===== src/rtl/core/sdt_div.sv =====
`timescale 1ns / 1ps
`default_nettype none
// ----------------------------------------------------------------------------
// Sorted defect table remainder unit
// Restoring division, one quotient bit per cycle, giving the remainder.
// ----------------------------------------------------------------------------
module sdt_div (
   input  wire        clock,
   input  wire        reset,
   input  wire        start,
   input  wire  [8:0] dividend,
   input  wire  [8:0] divisor,
   output logic       done,
   output logic [7:0] remainder
);
   logic [8:0] rem_ff, rem_in;
   logic [8:0] num_ff, num_in;
   logic [3:0] cnt_ff, cnt_in;
   logic       busy_ff, busy_in;
   logic       done_ff, done_in;
   logic [9:0] trial;

   always_comb begin
      rem_in  = rem_ff;
      num_in  = num_ff;
      cnt_in  = cnt_ff;
      busy_in = busy_ff;
      done_in = 1'b0;
      trial   = {rem_ff, num_ff[8]};
      if (start) begin
         rem_in  = 9'd0;
         num_in  = dividend;
         cnt_in  = 4'd0;
         busy_in = 1'b1;
      end else if (busy_ff) begin
         if (trial >= {1'b0, divisor}) begin
            trial = trial - {1'b0, divisor};
         end
         rem_in = trial[8:0];
         num_in = {num_ff[7:0], 1'b0};
         cnt_in = cnt_ff + 4'd1;
         if (cnt_ff == 4'd8) begin
            busy_in = 1'b0;
            done_in = 1'b1;
         end
      end
   end

   always_ff @(posedge clock) begin
      if (reset) begin
         busy_ff <= 1'b0;
         done_ff <= 1'b0;
         cnt_ff  <= 4'd0;
      end else begin
         busy_ff <= busy_in;
         done_ff <= done_in;
         cnt_ff  <= cnt_in;
      end
      rem_ff <= rem_in;
      num_ff <= num_in;
   end

   assign done      = done_ff;
   assign remainder = rem_ff[7:0];

endmodule
`default_nettype wire


===== config.mk =====
export PLATFORM = sky130hd
export DESIGN_NAME = sdt_div
export DESIGN_NICKNAME = d
export VERILOG_FILES = /design/src/rtl/core/sdt_div.sv
export SDC_FILE = /design/constraint.sdc
export NUM_CORES = 1
export LEC_CHECK = 0
export BUFFER_PORTS_ARGS = -buffer_cell sky130_fd_sc_hd__buf_2
export CAP_MARGIN = 20
export CORE_MARGIN = 2
export CORE_UTILIZATION = 60
export CTS_BUF_LIST = sky130_fd_sc_hd__clkbuf_8
export DETAILED_ROUTE_END_ITERATION = 8
export PLACE_DENSITY = 0.92
export SLEW_MARGIN = 0
export SYNTH_ARGS = -nofsm -noshare
export SYNTH_HDL_FRONTEND = slang
export SYNTH_SLANG_ARGS = --single-unit

===== constraint.sdc =====
create_clock -name clock -period 4.2 [get_ports clock]
set_clock_uncertainty 0.1 [all_clocks]
set_input_delay 0.84 -clock clock [delete_from_list [all_inputs] [get_ports clock]]
set_output_delay 0.84 -clock clock [all_outputs]
set_load 0.02 [all_outputs]

======== Word level (Yosys, flattened, before mapping) ========
Cells that the tools add are included.
word-level totals
  bits of input ports ..................... 21
  word-level logic and storage cells ...... 20
  output and inout port bits .............. 9
  register bits after elaboration ......... 24
operators by class
  order comparisons ....................... 1
  $add $sub $neg .......................... 2
  equal/unequal tests ..................... 1
  reductions and logical operators ........ 3
  mux-type cells .......................... 7
  bitwise logic cells ..................... 1
operator list
  cell                 number
  $mux 9               3
  $ge 10x9->1          1
  $sub 9x9->9          1
  $add 4x1->4 const B  1
  $eq 4x4->1 const B   1
  $mux 1               4
  $reduce_or 3->1      1
  $reduce_bool 2->1    1
  $reduce_or 2->1      1
  $not 1->1            1

======== Depth between registers and ports, before layout ========
  depth in word-level cells ............... 4
  gate-level depth with buffers ........... 10
  gate-level depth less buffers ........... 9

======== Least setup slack after synthesis ========
Ideal clock, no wire load.
  path type ............................... input-to-reg
  start ................................... in divisor[0]
  end ..................................... reg rem_ff[1]
  cell stages on the path ................. 9
  path buffers ............................ 1
  setup slack ............................. 1.419 ns
  arrival time ............................ 2.544 ns
  cells stage by stage .................... ha_1 inv_1 fa_1 a211oi_2 o31ai_2 a211oi_4 buf_6 mux2i_1 a211oi_1
between the ends
  cells in the longest elaborated chain, start to end .. 2
RTL lines
  what                                        line    text
  from (decl)                                 12      input wire [8:0] divisor,
  $sub 9x9->9 or $ge 10x9->1 (tied branches)  37, 36
  $mux 9 (*)                                  36      if (trial >= {1'b0, divisor}) begin
  to (signal assigned)                        59      rem_ff <= rem_in;
  to (decl)                                   16      logic [8:0] rem_ff, rem_in;
Every way passes the cells marked *; elsewhere a longest branch is shown, timed or not.
A chain may end at the register's enable or synchronous reset.

======== Final worst setup path ========
  start ................................... in divisor[0]
  end ..................................... reg rem_ff[6]
Same word-level chain as after synthesis.

==> tab_implementation.tex <==
\begin{tabular}{lr}
\hline
Metric & Value \\
\hline
\multicolumn{2}{l}{\textbf{Pwr}} \\
Switch Pwr & 0.180 mW \\
Proportion of total power due to net switching & 0.299 \\
Static Leak & 0.784 nW \\
Overall power after layout & 0.600 mW \\
Fraction of power consumed by combinational cells & 0.279 \\
Power density over the cells & 353 mW/mm\^{}2 \\
Power Internal & 0.421 mW \\
Worst VDD drop & 191 uV \\
Proportion of power drawn by the clock network & 0.254 \\
Sequential power share & 0.467 \\
\multicolumn{2}{l}{\textbf{Clocking}} \\
Number of clock sinks & 24 \\
Hold-fix buffers, CTS & 0 \\
Total clock buffers created by CTS & 3 \\
CTS tree & yes \\
Largest buffer count on any clock path & 2 \\
Number of gates resized after cts & 0 \\
Clk Latency, worst-skew pair & 0.26 ns \\
Clk root buf & sky130\_fd\_sc\_hd\_\_clkbuf\_8 \\
Clock-pin slew on the worst setup and hold paths & 0.08 ns \\
Number of levels the H-tree was split into & 1 \\
Post-CTS setup buffers & 0 \\
\multicolumn{2}{l}{\textbf{STA}} \\
Final Hold Vio Count & 0 \\
Min Clock Period, post-route & 2.98 ns \\
Relative slew slack & 0.433 \\
Setup repair after global routing missed its margin & no \\
Worst slew pin tran & 0.849 ns \\
Max-slew violation total from the final report & 0 \\
Hold WS & 0.435 ns \\
Final period utilization & 0.710 \\
Max frequency & 335 MHz \\
Final-layout setup total negative slack & 0 ns \\
Setup violations, final & 0 \\
\multicolumn{2}{l}{\textbf{Drt}} \\
Number of DRC markers in iteration 0 & 13 \\
Total wire length & 3120 microns \\
WL/cell & 15.3 microns \\
Routed Antenna Nets & 0 \\
Count of TritonRoute iterations in the first routing pass & 4 \\
Number of remaining DRC errors & 0 \\
Total number of vias & 1164 \\
Detail-routed via count per cell & 5.71 \\
\multicolumn{2}{l}{\textbf{Synth}} \\
Total of flip-flops plus latches after synthesis & 24 \\
Area fraction of the dominant cell type after synthesis & 0.192 \\
Avg Synthesized Cell Area & 9.97 sq um \\
Post-synthesis compound-gate area fraction & 0.143 \\
Cells taking the most area after synthesis & sky130\_fd\_sc\_hd\_\_dfxtp\_1 19\%, sky130\_fd\_sc\_hd\_\_edfxtp\_1 17\%, sky130\_fd\_sc\_hd\_\_ha\_1 8.8\%, sky130\_fd\_sc\_hd\_\_mux2\_2 5.8\%, sky130\_fd\_sc\_hd\_\_buf\_4 3.8\% \\
Portion of netlist area occupied by mux cells & 0.0895 \\
Fraction of registers with async set or reset after synthesis & 0 \\
Area fraction in and, or, nand and nor cells after synthesis & 0.151 \\
Top cells by count, synth & 15 x sky130\_fd\_sc\_hd\_\_dfxtp\_1, 14 x sky130\_fd\_sc\_hd\_\_inv\_1, 11 x sky130\_fd\_sc\_hd\_\_ha\_1, 11 x sky130\_fd\_sc\_hd\_\_nor2\_1, 9 x sky130\_fd\_sc\_hd\_\_edfxtp\_1 \\
Register area share after synthesis & 0.365 \\
Post-synthesis cell count & 157 \\
Leading register cell type out of synthesis & sky130\_fd\_sc\_hd\_\_dfxtp\_1 \\
Post-synthesis xor/xnor area fraction & 0.0504 \\
Distinct cell type count of the synthesized netlist & 46 \\
Most used standard cell by instance count after synthesis & sky130\_fd\_sc\_hd\_\_dfxtp\_1 \\
EDFF count, synth & 9 \\
Yosys warning total & 0 \\
Synth Cell Area & 0.00157 sq mm \\
Largest area contributor in the synthesized netlist & sky130\_fd\_sc\_hd\_\_dfxtp\_1 \\
Main combinational cell family by area after synthesis & simple AND/OR/NAND/NOR gates \\
Fraction of the mapped netlist area in adder cells & 0.101 \\
Synth Net Count & 190 \\
\multicolumn{2}{l}{\textbf{Global routing}} \\
Total overflow reported by the global router & 0 \\
Wire length of the first global-routing pass & 4730 microns \\
Number of antenna violations at the first check in global routing & 0 \\
Global-route usage over all layers & 0.220 \\
Number of global-route vias before repair & 1090 \\
Maximum number of pins on one net before global-route repair & 29 \\
\multicolumn{2}{l}{\textbf{Floorplan}} \\
Die area & 0.00303 sq mm \\
Standard cell core area & 0.00248 sq mm \\
Std-Cell Rows & 18 \\
Top-level port count & 30 \\
Die Height & 55.1 microns \\
Initial standard-cell utilization of the core & 0.632 \\
Floorplan die width & 55.1 microns \\
\multicolumn{2}{l}{\textbf{Worst setup path}} \\
Crit end category & flip-flop \\
Category of the worst setup path launch point & primary input \\
Critical path class & in2reg \\
Data arrival time at the worst-slack endpoint & 2.99 ns \\
Required arrival time at the worst endpoint & 4.21 ns \\
Critical path fanouts, max & 14 \\
\multicolumn{2}{l}{\textbf{Cells and area}} \\
Layout cells sized above 1 & 0.310 \\
Fillcell total & 199 \\
Final core utilization & 0.685 \\
Total number of nets in the final design & 208 \\
Area growth from synthesis to layout & 8.47\% \\
Post-Layout Inst Area & 0.00170 sq mm \\
Number of diodes added for antenna fixing & 0 \\
\multicolumn{2}{l}{\textbf{Worst hold path}} \\
Type of the worst min-delay path & reg2reg \\
\multicolumn{2}{l}{\textbf{Place}} \\
Number of buffers inserted by port buffering & 29 \\
Dpl cell area & 0.00164 sq mm \\
Half-perimeter wire length of the detailed placement result & 2300 microns \\
Placer Congestion & 0.808 \\
\multicolumn{2}{l}{\textbf{Flow run}} \\
Number of max-cap violations & 0 \\
\multicolumn{2}{l}{\textbf{Status}} \\
Status & complete, no violations \\
\hline
\end{tabular}
-- metal layers --
metal,share of wire,track usage,routed length (microns),vias up
met5,0,0,0,-
met4,0.011,0.0650,35,0
met3,0.031,0.0188,98,4
met2,0.52,0.413,1610,29
met1,0.44,0.265,1380,543
li1,-,-,-,588
-- metrics by stage --
| stage | cells | worst slack, ns |
|---|---|---|
| 2_1_floorplan | 157 | 1.42 |
| 3_3_place_gp | 200 | 1.13 |
| 3_5_place_dp | 200 | 0.950 |
| 4_1_cts | 204 | 1.22 |
| 5_1_grt | 204 | 1.11 |
| 6_report | 204 | 1.22 |
-- cell families after synthesis --
kind of cell / count (synthesis)
compound gates: 27
xor+xnor: 9
fa+ha+maj: 12
buf+inv: 30
flops: 24
mux: 13
simple gates: 42
-- final timing paths --
check | start | endpoint | slack [ns] | cells past startpoint
setup reg to reg | num_ff[8]$_DFFE_PP_ | rem_ff[6]$_SDFFE_PP0P_ | 1.39 | 9
setup / recovery | divisor[0] | rem_ff[6]$_SDFFE_PP0P_ | 1.22 | 9
hold reg to reg | cnt_ff[3]$_SDFFE_PP0P_ | done$_SDFF_PP0_ | 0.44 | 2
hold / removal | cnt_ff[3]$_SDFFE_PP0P_ | done$_SDFF_PP0_ | 0.44 | 2
-- placed cells by master, fill, tap and decap left out, types with 3 or more instances in the layout --
master | synthesis | layout
sky130_fd_sc_hd__nand2_1 | 5 | 5
sky130_fd_sc_hd__a211oi_1 | 4 | 4
sky130_fd_sc_hd__a21o_1 | 3 | 3
sky130_fd_sc_hd__xor2_1 | 5 | 5
sky130_fd_sc_hd__inv_1 | 14 | 14
sky130_fd_sc_hd__dfxtp_1 | 15 | 15
sky130_fd_sc_hd__edfxtp_1 | 9 | 9
sky130_fd_sc_hd__xnor2_1 | 4 | 4
sky130_fd_sc_hd__nand4_1 | 3 | 3
sky130_fd_sc_hd__buf_2 | 0 | 29
sky130_fd_sc_hd__ha_1 | 11 | 11
sky130_fd_sc_hd__nor2_1 | 11 | 11
sky130_fd_sc_hd__a21oi_1 | 4 | 4
sky130_fd_sc_hd__nor3_1 | 6 | 6
sky130_fd_sc_hd__clkbuf_8 | 0 | 4
sky130_fd_sc_hd__mux2_2 | 8 | 8
sky130_fd_sc_hd__mux2i_1 | 5 | 5
-- final cells by class --
class / count / area [sq um] / area share
Timing Repair Buffer: 29 / 145 / 0.0855
Multi-Input combinational cell: 103 / 837 / 0.493
Clock buffer: 4 / 55.1 / 0.0324
Inverter: 14 / 52.6 / 0.0310
Sequential cell: 24 / 571 / 0.336
Tap cell: 30 / 37.5 / 0.0221
-- worst max-delay path, stage by stage --
cell and delay, ns:
sky130_fd_sc_hd__buf_2 0.08, sky130_fd_sc_hd__ha_1 0.15, sky130_fd_sc_hd__inv_1 0.06, sky130_fd_sc_hd__fa_1 0.42
sky130_fd_sc_hd__a211oi_2 0.25, sky130_fd_sc_hd__o31ai_2 0.16, sky130_fd_sc_hd__a211oi_4 0.64, sky130_fd_sc_hd__mux2i_1 0.29
sky130_fd_sc_hd__a211oi_1 0.09
-- power by group through the flow --
stage / combinational, mW / clock, mW / sequential, mW
3_5_place_dp: 0.165 / 0 / 0.284
2_1_floorplan: 0.146 / 0 / 0.276
5_1_grt: 0.183 / 0.162 / 0.282
3_3_place_gp: 0.154 / 0 / 0.283
4_1_cts: 0.167 / 0.153 / 0.280
6_report: 0.168 / 0.152 / 0.280
-- state kept, by name (all words and copies together), names as in the netlist --
name	flops
num_ff	9
busy_ff	1
rem_ff	9
done	1
cnt_ff	4
Note: power is estimated with default switching activity, not from simulation.
