===== src/rtl/core/sdt_pkg.sv =====
`timescale 1ns / 1ps
`default_nettype none
// ----------------------------------------------------------------------------
// Sorted defect table package
// Shared types, codes and sizes of the sorted defect table.
// ----------------------------------------------------------------------------
package sdt_pkg;

   localparam int TABLE_DEPTH = 256;
   localparam int IDX_W       = $clog2(TABLE_DEPTH);
   localparam int CNT_W       = IDX_W + 1;

   localparam logic [1:0] ACT_PHYS  = 2'd0;
   localparam logic [1:0] ACT_LOG   = 2'd1;
   localparam logic [1:0] ACT_READ  = 2'd2;
   localparam logic [1:0] ACT_CLEAR = 2'd3;

   localparam logic [1:0] ST_OK    = 2'd0;
   localparam logic [1:0] ST_FULL  = 2'd1;
   localparam logic [1:0] ST_RANGE = 2'd2;

   localparam logic [2:0] REG_BPS  = 3'd0;
   localparam logic [2:0] REG_SPT  = 3'd1;
   localparam logic [2:0] REG_SKEW = 3'd2;
   localparam logic [2:0] REG_CONV = 3'd3;
   localparam logic [2:0] REG_CLEN = 3'd4;

   localparam logic [23:0] OFFSET_MAX = 24'hFFFFFF;

   typedef struct packed {
      logic [15:0] cyl;
      logic [7:0]  head;
      logic        logical;
      logic [7:0]  sector;
      logic [23:0] offset;
      logic [15:0] length;
   } entry_type;

   typedef struct packed {
      logic load_new;
      logic shift_in;
   } cell_ctl_type;

endpackage
`default_nettype wire


===== src/rtl/core/sdt_cell.sv =====
`timescale 1ns / 1ps
`default_nettype none
// ----------------------------------------------------------------------------
// Sorted defect table cell
// Holds one table entry, compares it against the new entry and takes either
// the new entry or its upper neighbor's entry.
// ----------------------------------------------------------------------------
module sdt_cell (
   input  wire                   clock,
   input  sdt_pkg::cell_ctl_type ctl,
   input  sdt_pkg::entry_type    new_entry,
   input  sdt_pkg::entry_type    prev_entry,
   output sdt_pkg::entry_type    entry,
   output logic                  brk,
   output logic                  match
);
   import sdt_pkg::*;

   entry_type entry_ff;

   always_ff @(posedge clock) begin
      if (ctl.load_new) begin
         entry_ff <= new_entry;
      end else if (ctl.shift_in) begin
         entry_ff <= prev_entry;
      end
   end

   assign entry = entry_ff;

   always_comb begin
      brk = entry_ff.logical || (new_entry.cyl < entry_ff.cyl) ||
            ((new_entry.cyl == entry_ff.cyl) &&
             ((new_entry.head < entry_ff.head) ||
              ((new_entry.head == entry_ff.head) && (new_entry.offset < entry_ff.offset))));
      match = !entry_ff.logical && (entry_ff.cyl == new_entry.cyl) &&
              (entry_ff.head == new_entry.head);
   end

endmodule
`default_nettype wire


===== config.mk =====
export PLATFORM = sky130hd
export DESIGN_NAME = sdt_cell
export DESIGN_NICKNAME = d
export VERILOG_FILES = /design/src/rtl/core/sdt_pkg.sv /design/src/rtl/core/sdt_cell.sv
export SDC_FILE = /design/constraint.sdc
export NUM_CORES = 1
export LEC_CHECK = 0
export BUFFER_PORTS_ARGS = -buffer_cell sky130_fd_sc_hd__buf_2
export CORE_MARGIN = 2
export CORE_UTILIZATION = 35
export DETAILED_ROUTE_END_ITERATION = 8
export GPL_TIMING_DRIVEN = 0
export MAX_ROUTING_LAYER = met4
export PLACE_DENSITY = 0.73
export SLEW_MARGIN = 25
export SYNTH_ARGS = -nofsm -noshare
export SYNTH_HDL_FRONTEND = slang
export SYNTH_SLANG_ARGS = --single-unit

===== constraint.sdc =====
create_clock -name clock -period 1.9 [get_ports clock]
set_clock_uncertainty 0.2 [all_clocks]
set_input_delay 0.19 -clock clock [delete_from_list [all_inputs] [get_ports clock]]
set_output_delay 0.19 -clock clock [all_outputs]
set_load 0.01 [all_outputs]

==> results.txt, run 1 <==
Seq cells post-synth = 73
Err = [ERROR RSZ-0060] Max buffer count reached.
Mapped Area = 4250 um^2
number of cell rows = 40
initial core utilization = 35.7%
status = aborted with a tool error
die width = 114 um
Post-CTS Resized = 5
Post-Synthesis Cells = 321
Inst Count DP = 690
cts hold-fix bufs = 142
port buffer count = 222
Mapped Nets = 517
Yosys cell types = 26
synthesized area per cell = 13.2 um^2
clock sinks = 73
Ports = 224
Detailed Place HPWL = 8420 um
gp weighted congestion = 0.807
setup bufs post-CTS = 1
root buffer selected by CTS = clkbuf_16
Num CTS Buffers = 9
register area share after synthesis = 51.6%
Die H = 114 um
H-tree levels = 3
Syn. warnings = 0
CTS max path bufs = 2
Stop stage = clock tree synthesis (4_1_cts)
[stage by stage]
stage	area [um^2]	TNS [ns]	hold slack [ns]	worst slack, ns
detailed placement	5570	-34.50	0.295	-0.561
global placement	5570	-30.36	0.292	-0.538
floorplan	4280	-0.0903	0.210	-0.0903
[cells in the mapped netlist]
| cell | count | share of area, % |
|---|---|---|
| a211oi_1 | 2 | 0.35 |
| a21o_1 | 5 | 0.88 |
| a21oi_1 | 16 | 1.9 |
| a31oi_1 | 2 | 0.29 |
| and3_1 | 1 | 0.15 |
| and4_1 | 2 | 0.41 |
| and4b_2 | 1 | 0.27 |
| buf_2 | 7 | 0.82 |
| clkbuf_1 | 1 | 0.088 |
| edfxtp_1 | 73 | 52 |
| ha_1 | 47 | 14 |
| inv_1 | 49 | 4.3 |
| mux2_2 | 73 | 19 |
| nand2_1 | 3 | 0.27 |
| nand3_1 | 5 | 0.59 |
| nand4_1 | 8 | 1.2 |
| nand4_2 | 1 | 0.29 |
| nor2_1 | 5 | 0.44 |
| nor2b_1 | 3 | 0.44 |
| nor4_2 | 1 | 0.29 |
| o2111ai_1 | 1 | 0.21 |
| o211ai_1 | 2 | 0.35 |
| o21ai_0 | 9 | 1.1 |
| o21ai_1 | 1 | 0.12 |
| o22ai_1 | 1 | 0.15 |
| or2_2 | 2 | 0.29 |
[logic make-up after synthesis]
logic type	share of synthesized area [%]
AND/OR/NAND/NOR	4.63
buffers and inverters	5.24
AO/OA/AOI/OAI	5.30
flip-flops	51.6
adder cells (fa/ha/maj)	13.8
multiplexers	19.4
==> run 2: changes to the inputs <==
Settings changed: CORE_UTILIZATION 35 to 20, MAX_ROUTING_LAYER met4 to unset, PLACE_DENSITY 0.73 to unset, PLACE_DENSITY_LB_ADDON set to 0.15.
Clock period 1.9 ns to 2.45 ns, I/O delays scaled along.
==> run 2 against run 1 <==
Synthesized area unchanged. Synthesized cell count unchanged. The flow now finishes, with violations (setup timing).
==> results.txt, run 2 <==
status = finished with violations (was aborted with a tool error)
failing checks = setup timing
iteration count of the initial detailed-routing pass = 6
Mapped Nets = 517 (unchanged)
number of max-slew violations in the final report = 0
total gr overflow = 0
Setup TNS Final = -0.427 ns
peak supply drop = 0.314 mV
number of cell rows = 53 (was 40)
n_diodes = 0
Critical Path AT = 2.32 ns
fillcell total = 2,181
clock sinks = 73 (unchanged)
DR iter-0 viols = 74
Slowest cell on crit path = nor4_4
die width = 150 um (was 114 um)
static leakage = 3.22 nW
CTS max path bufs = 2 (unchanged)
placement-stage worst setup slack = -0.0828 ns (was -0.561 ns)
# nets final = 830
Post-synth EDFFs = 73 (unchanged)
die area = 22,400 um^2
Detailed Place HPWL = 9850 um (was 8420 um)
P&R area growth vs syn = 64.2%
period utilization = 113%
power density over the cells = 597 nW/um^2
gp weighted congestion = 0.756 (was 0.807)
max reg flops = 73
Post-Synthesis Cells = 321 (unchanged)
Routed WL per cell = 13.9 um
initial core utilization = 20.3% (was 35.7%)
share of cells above drive strength 1 = 52.1%
Detailed Route WL = 12,700 um
Max Freq = 362 MHz
Worst setup EP type = primary output
via count = 3,690
Crit Path Class = flop to primary output
synthesized area per cell = 13.2 um^2 (unchanged)
CTS tree = done
Crit path max-delay family = simple AND/OR/NAND/NOR gates
Ports = 224 (unchanged)
most common cell after layout, fill and taps aside = buf_2
first-pass GRT wire length = 19,100 um
CP max stage delay = 0.37 ns
commonest cells in the netlist = edfxtp_1, mux2_2, inv_1, ha_1, a21oi_1 (unchanged)
Worst Setup Start Kind = flop
Core ar. = 21,000 um^2
Num CTS Buffers = 9 (unchanged)
largest area contributor in the netlist = edfxtp_1 (unchanged)
H-tree levels = 3 (unchanged)
highest-count cells in the layout ignoring fill and taps = buf_2, dlygate4sd3_1, mux2_2, edfxtp_1, inv_1
DR DRC count = 0
fin crit period = 2.76 ns
largest fanout on the critical path = 3
Syn. warnings = 0 (unchanged)
register area share after synthesis = 51.6% (unchanged)
RSZ-0062 raised after global routing = yes
port buffer count = 222 (unchanged)
Crit path required time = 2.01 ns
Hold Path Class = input port to flop
Yosys cell types = 26 (unchanged)
Final WS setup = -0.312 ns
Seq cells post-synth = 73 (unchanged)
Final ANT Viol Nets = 0
Max Cap Viol = 0
initial antenna violation count = 0
endpoints failing hold = 0
Design Power = 0.00416 W
top cells by area, synth = edfxtp_1, mux2_2, ha_1 (unchanged)
drt via density = 4.04
Worst slew margin = 60.2%
Finish-stage setup viols = 2
most frequent CP cell = nand4_1
worst slew pin tran = 0.598 ns
Primary FF master, synth = edfxtp_1 (unchanged)
crit-path cells = inv_1, ha_4, nand4_1, nor4_4, nand4_1, nor2_1, o211ai_1, o21ai_1, buf_2
GRT Resource Usage Total = 11.1%
Yosys top cell area share = 51.6% (unchanged)
Worst Path Buf+Inv = 2
root buffer selected by CTS = clkbuf_16 (unchanged)
Mapped Area = 4250 um^2 (unchanged)
clk slew on worst S/H paths = 0.06 ns
pin count of the biggest net entering global routing = 29
Post-synth ARST share = 0% (unchanged)
vias in the first global route = 3,717
Die H = 150 um (was 114 um)
## run 2: metrics by stage
| stage | util (%) | cell area (um^2) | cells | hold slack (ns) |
|---|---|---|---|---|
| after detailed placement | 27.4 | 5740 | 820 | 0.350 |
| after floorplan | - | 4250 | 321 | 0.265 |
| after global routing | 33.3 | 6970 | 914 | 0.00230 |
| after CTS | 33.1 | 6940 | 914 | 0.000248 |
| after global placement | 27.2 | 5700 | 818 | 0.346 |
| final | 33.3 | 6970 | 914 | 0.0137 |
## run 2: path summary, 6_finish.rpt
| path | slack (ns) | startpoint | to | cells after the start |
|---|---|---|---|---|
| worst max-delay path | -0.31 | entry[68] | brk | 9 |
| worst min-delay path | 0.01 | new_entry[44] | entry[44] | 2 |
## run 2: final cells by class
type                       count  area [um^2]  share of cell area [%]
sequential                    73         2190                    31.4
timing repair buffer         302         1930                    27.7
buffer                         8         38.8                   0.556
multi-input combinational    191         1920                    27.6
clock buffer                  11          233                    3.34
clock inverter                 5          128                    1.83
inverter                      49          184                    2.64
tap                          275          344                    4.93
## run 2: report_power, final
group | switching [W] | internal, W
registers | 0.0000600 | 0.00154
clock network | 0.000553 | 0.00110
logic | 0.000422 | 0.000488
total | 0.00103 | 0.00313
## run 2: what timing repair did
action	CTS	global route
hold buffers	76	0
endpoints found under the setup margin	2	2
buffers inserted	2	0
cloned	0	0
gates resized for setup	9	3
endpoints found under the hold margin	60	0
pin swaps	3	4
## run 2: per-layer routing
layer,track usage [%],share of wire [%],vias up
met1,13.7,43,1715
met2,18.5,47,142
met3,3.23,7.9,12
met5,0,0,-
li1,-,-,1821
met4,4.25,1.5,0
## run 2: kinds of logic (layout without fill, tap and decap cells)
kind of cell / Yosys count / after routing / synth area share [%]
muxes: 73 / 73 / 19.4
buffers and inverters: 57 / 375 / 5.24
DFF: 73 / 73 / 51.6
AOI/OAI and AO/OA: 39 / 39 / 5.30
and+or+nand+nor: 32 / 32 / 4.63
adders and majority gates: 47 / 47 / 13.8
Note: power is estimated with default switching activity, not from simulation.
==> run 3: changes to the inputs <==
Settings changed: CORE_MARGIN 2 to 4, SKIP_CTS_REPAIR_TIMING set to 1.
==> run 3 against run 2 <==
The run still ends with setup timing left. Total power down 4.5%. Count of clock-buffer cells in the layout down 2. Sequential power barely moved. Via count is 5.8% lower. Final area fell by 8.1%. Critical path type unchanged. Largest power group is now sequential cells.
==> results.txt, run 3 (synthesis gave the netlist of run 2 again) <==
max reg flops = 73 (unchanged)
fillcell total = 2,232 (was 2,181)
GRT Resource Usage Total = 10.4% (was 11.1%)
CP max stage delay = 0.40 ns (was 0.37 ns)
failing checks = setup timing (unchanged)
Finish-stage setup viols = 2 (unchanged)
die area = 23,600 um^2 (was 22,400 um^2)
peak supply drop = 0.292 mV (was 0.314 mV)
DR iter-0 viols = 76 (was 74)
pin count of the biggest net entering global routing = 45 (was 29)
met2 GRT Util = 16.2% (was 18.5%)
Detailed Route WL = 12,800 um (was 12,700 um)
fin crit period = 2.72 ns (was 2.76 ns)
CTS tree = done (unchanged)
Crit Path Class = flop to primary output (unchanged)
GR met1 Demand/Resource = 13.2% (was 13.7%)
endpoints failing hold = 0 (unchanged)
most used routing layer = met2 (unchanged)
Worst Path Buf+Inv = 1 (was 2)
Final ANT Viol Nets = 0 (unchanged)
Final WS setup = -0.275 ns (was -0.312 ns)
vias in the first global route = 3,544 (was 3,717)
most common cell after layout, fill and taps aside = buf_2 (unchanged)
largest fanout on the critical path = 2 (was 3)
via count = 3,477 (was 3,690)
Core ar. = 21,000 um^2 (unchanged)
RSZ-0062 raised after global routing = yes (unchanged)
Slowest cell on crit path = edfxtp_1 (was nor4_4)
status = finished with violations (unchanged)
iteration count of the initial detailed-routing pass = 4 (was 6)
static leakage = 2.98 nW (was 3.22 nW)
H-tree levels = 3 (unchanged)
clk slew on worst S/H paths = 0.06 ns (about the same)
first-pass GRT wire length = 19,200 um (was 19,100 um)
n_diodes = 0 (unchanged)
initial antenna violation count = 1 (was 0)
die width = 154 um (was 150 um)
met3 usage = 3.29% (was 3.23%)
Ports = 224 (unchanged)
highest-count cells in the layout ignoring fill and taps = buf_2, mux2_2, edfxtp_1, inv_1, ha_1 (was buf_2, dlygate4sd3_1, mux2_2, edfxtp_1, inv_1)
Max Cap Viol = 0 (unchanged)
Crit path required time = 2.01 ns (about the same)
Worst Setup Start Kind = flop (unchanged)
Num CTS Buffers = 9 (unchanged)
period utilization = 111% (was 113%)
Worst setup EP type = primary output (unchanged)
Design Power = 0.00397 W (was 0.00416 W)
# nets final = 774 (was 830)
port buffer count = 222 (unchanged)
root buffer selected by CTS = clkbuf_16 (unchanged)
Detailed Place HPWL = 10,100 um (was 9850 um)
number of max-slew violations in the final report = 0 (unchanged)
Die H = 154 um (was 150 um)
number of cell rows = 53 (unchanged)
P&R area growth vs syn = 50.9% (was 64.2%)
Crit path max-delay family = simple AND/OR/NAND/NOR gates (unchanged)
crit-path cells = ha_1, nand4_1, nor4_4, nand4_1, nor2_1, o211ai_1, o21ai_1, buf_2 (was inv_1, ha_4, nand4_1, nor4_4, nand4_1, nor2_1, o211ai_1, o21ai_1, buf_2)
worst slew pin tran = 0.555 ns (was 0.598 ns)
Routed WL per cell = 14.9 um (was 13.9 um)
share of cells above drive strength 1 = 58.4% (was 52.1%)
CTS max path bufs = 2 (unchanged)
initial core utilization = 20.3% (unchanged)
Critical Path AT = 2.28 ns (was 2.32 ns)
most frequent CP cell = nand4_1 (unchanged)
total gr overflow = 0 (unchanged)
Non-Filler Instances = 857 (was 914)
Worst slew margin = 63.0% (was 60.2%)
DR DRC count = 0 (unchanged)
gp weighted congestion = 0.776 (was 0.756)
Max Freq = 367 MHz (was 362 MHz)
Inst Count DP = 819 (was 820)
drt via density = 4.06 (was 4.04)
clock sinks = 73 (unchanged)
power density over the cells = 620 nW/um^2 (was 597 nW/um^2)
Hold Path Class = input port to flop (unchanged)
-- run 3: cell types whose count changed in the layout (fill, tap and decap cells not counted), moves of 2 or more --
| cell | before | now |
|---|---|---|
| dlygate4sd3_1 | 76 | 17 |
| buf_4 | 2 | 6 |
| ha_1 | 42 | 38 |
| ha_4 | 5 | 9 |
| buf_12 | 2 | 0 |
| clkbuf_1 | 3 | 1 |
-- run 3: layout make-up --
cell class | instances | area [um^2] | area share [%]
Sequential cell | 73 | 2190 | 34.2
Multi-Input combinational cell | 191 | 1960 | 30.6
Timing Repair Buffer | 246 | 1350 | 21.1
Tap cell | 275 | 344 | 5.37
Clock buffer | 9 | 225 | 3.51
Inverter | 49 | 184 | 2.87
Clock inverter | 6 | 108 | 1.68
Buffer | 8 | 38.8 | 0.605
-- run 3: metrics by stage --
stage | area (um^2) | worst slack, ns | utilization [%] | setup TNS [ns] | hold slack (ns)
CTS | 6060 | -0.547 | 28.9 | -0.765 | -0.0184
finish | 6410 | -0.275 | 30.6 | -0.352 | 0.00704
global route | 6410 | -0.474 | 30.6 | -0.694 | 0.000735
detailed placement | 5730 | -0.150 | 27.4 | -0.150 | 0.349
global placement | 5700 | -0.680 | 27.2 | -48.92 | 0.346
floorplan | 4250 | 0.249 | - | 0 | 0.265
-- run 3: worst paths after layout --
kind / from / to / slack [ns] / depth (start not counted)
worst min-delay path: prev_entry[67] / entry[67] / 0.007 / 2
worst max-delay path: entry[57] / brk / -0.27 / 8
-- run 3: metal layers --
metal / wire length, um / vias to the layer above
li1: - / 1707
met1: 5710 / 1604
met2: 5790 / 150
met3: 1060 / 14
met4: 227 / 2
met5: 14 / -
-- run 3: report_power, final --
group	switching [W]	leakage [nW]	total, W	internal, W
combinational	0.000421	2.07	0.000854	0.000433
clock	0.000541	0.163	0.00153	0.000987
sequential	0.0000562	0.744	0.00159	0.00154
total	0.00102	2.98	0.00397	0.00296
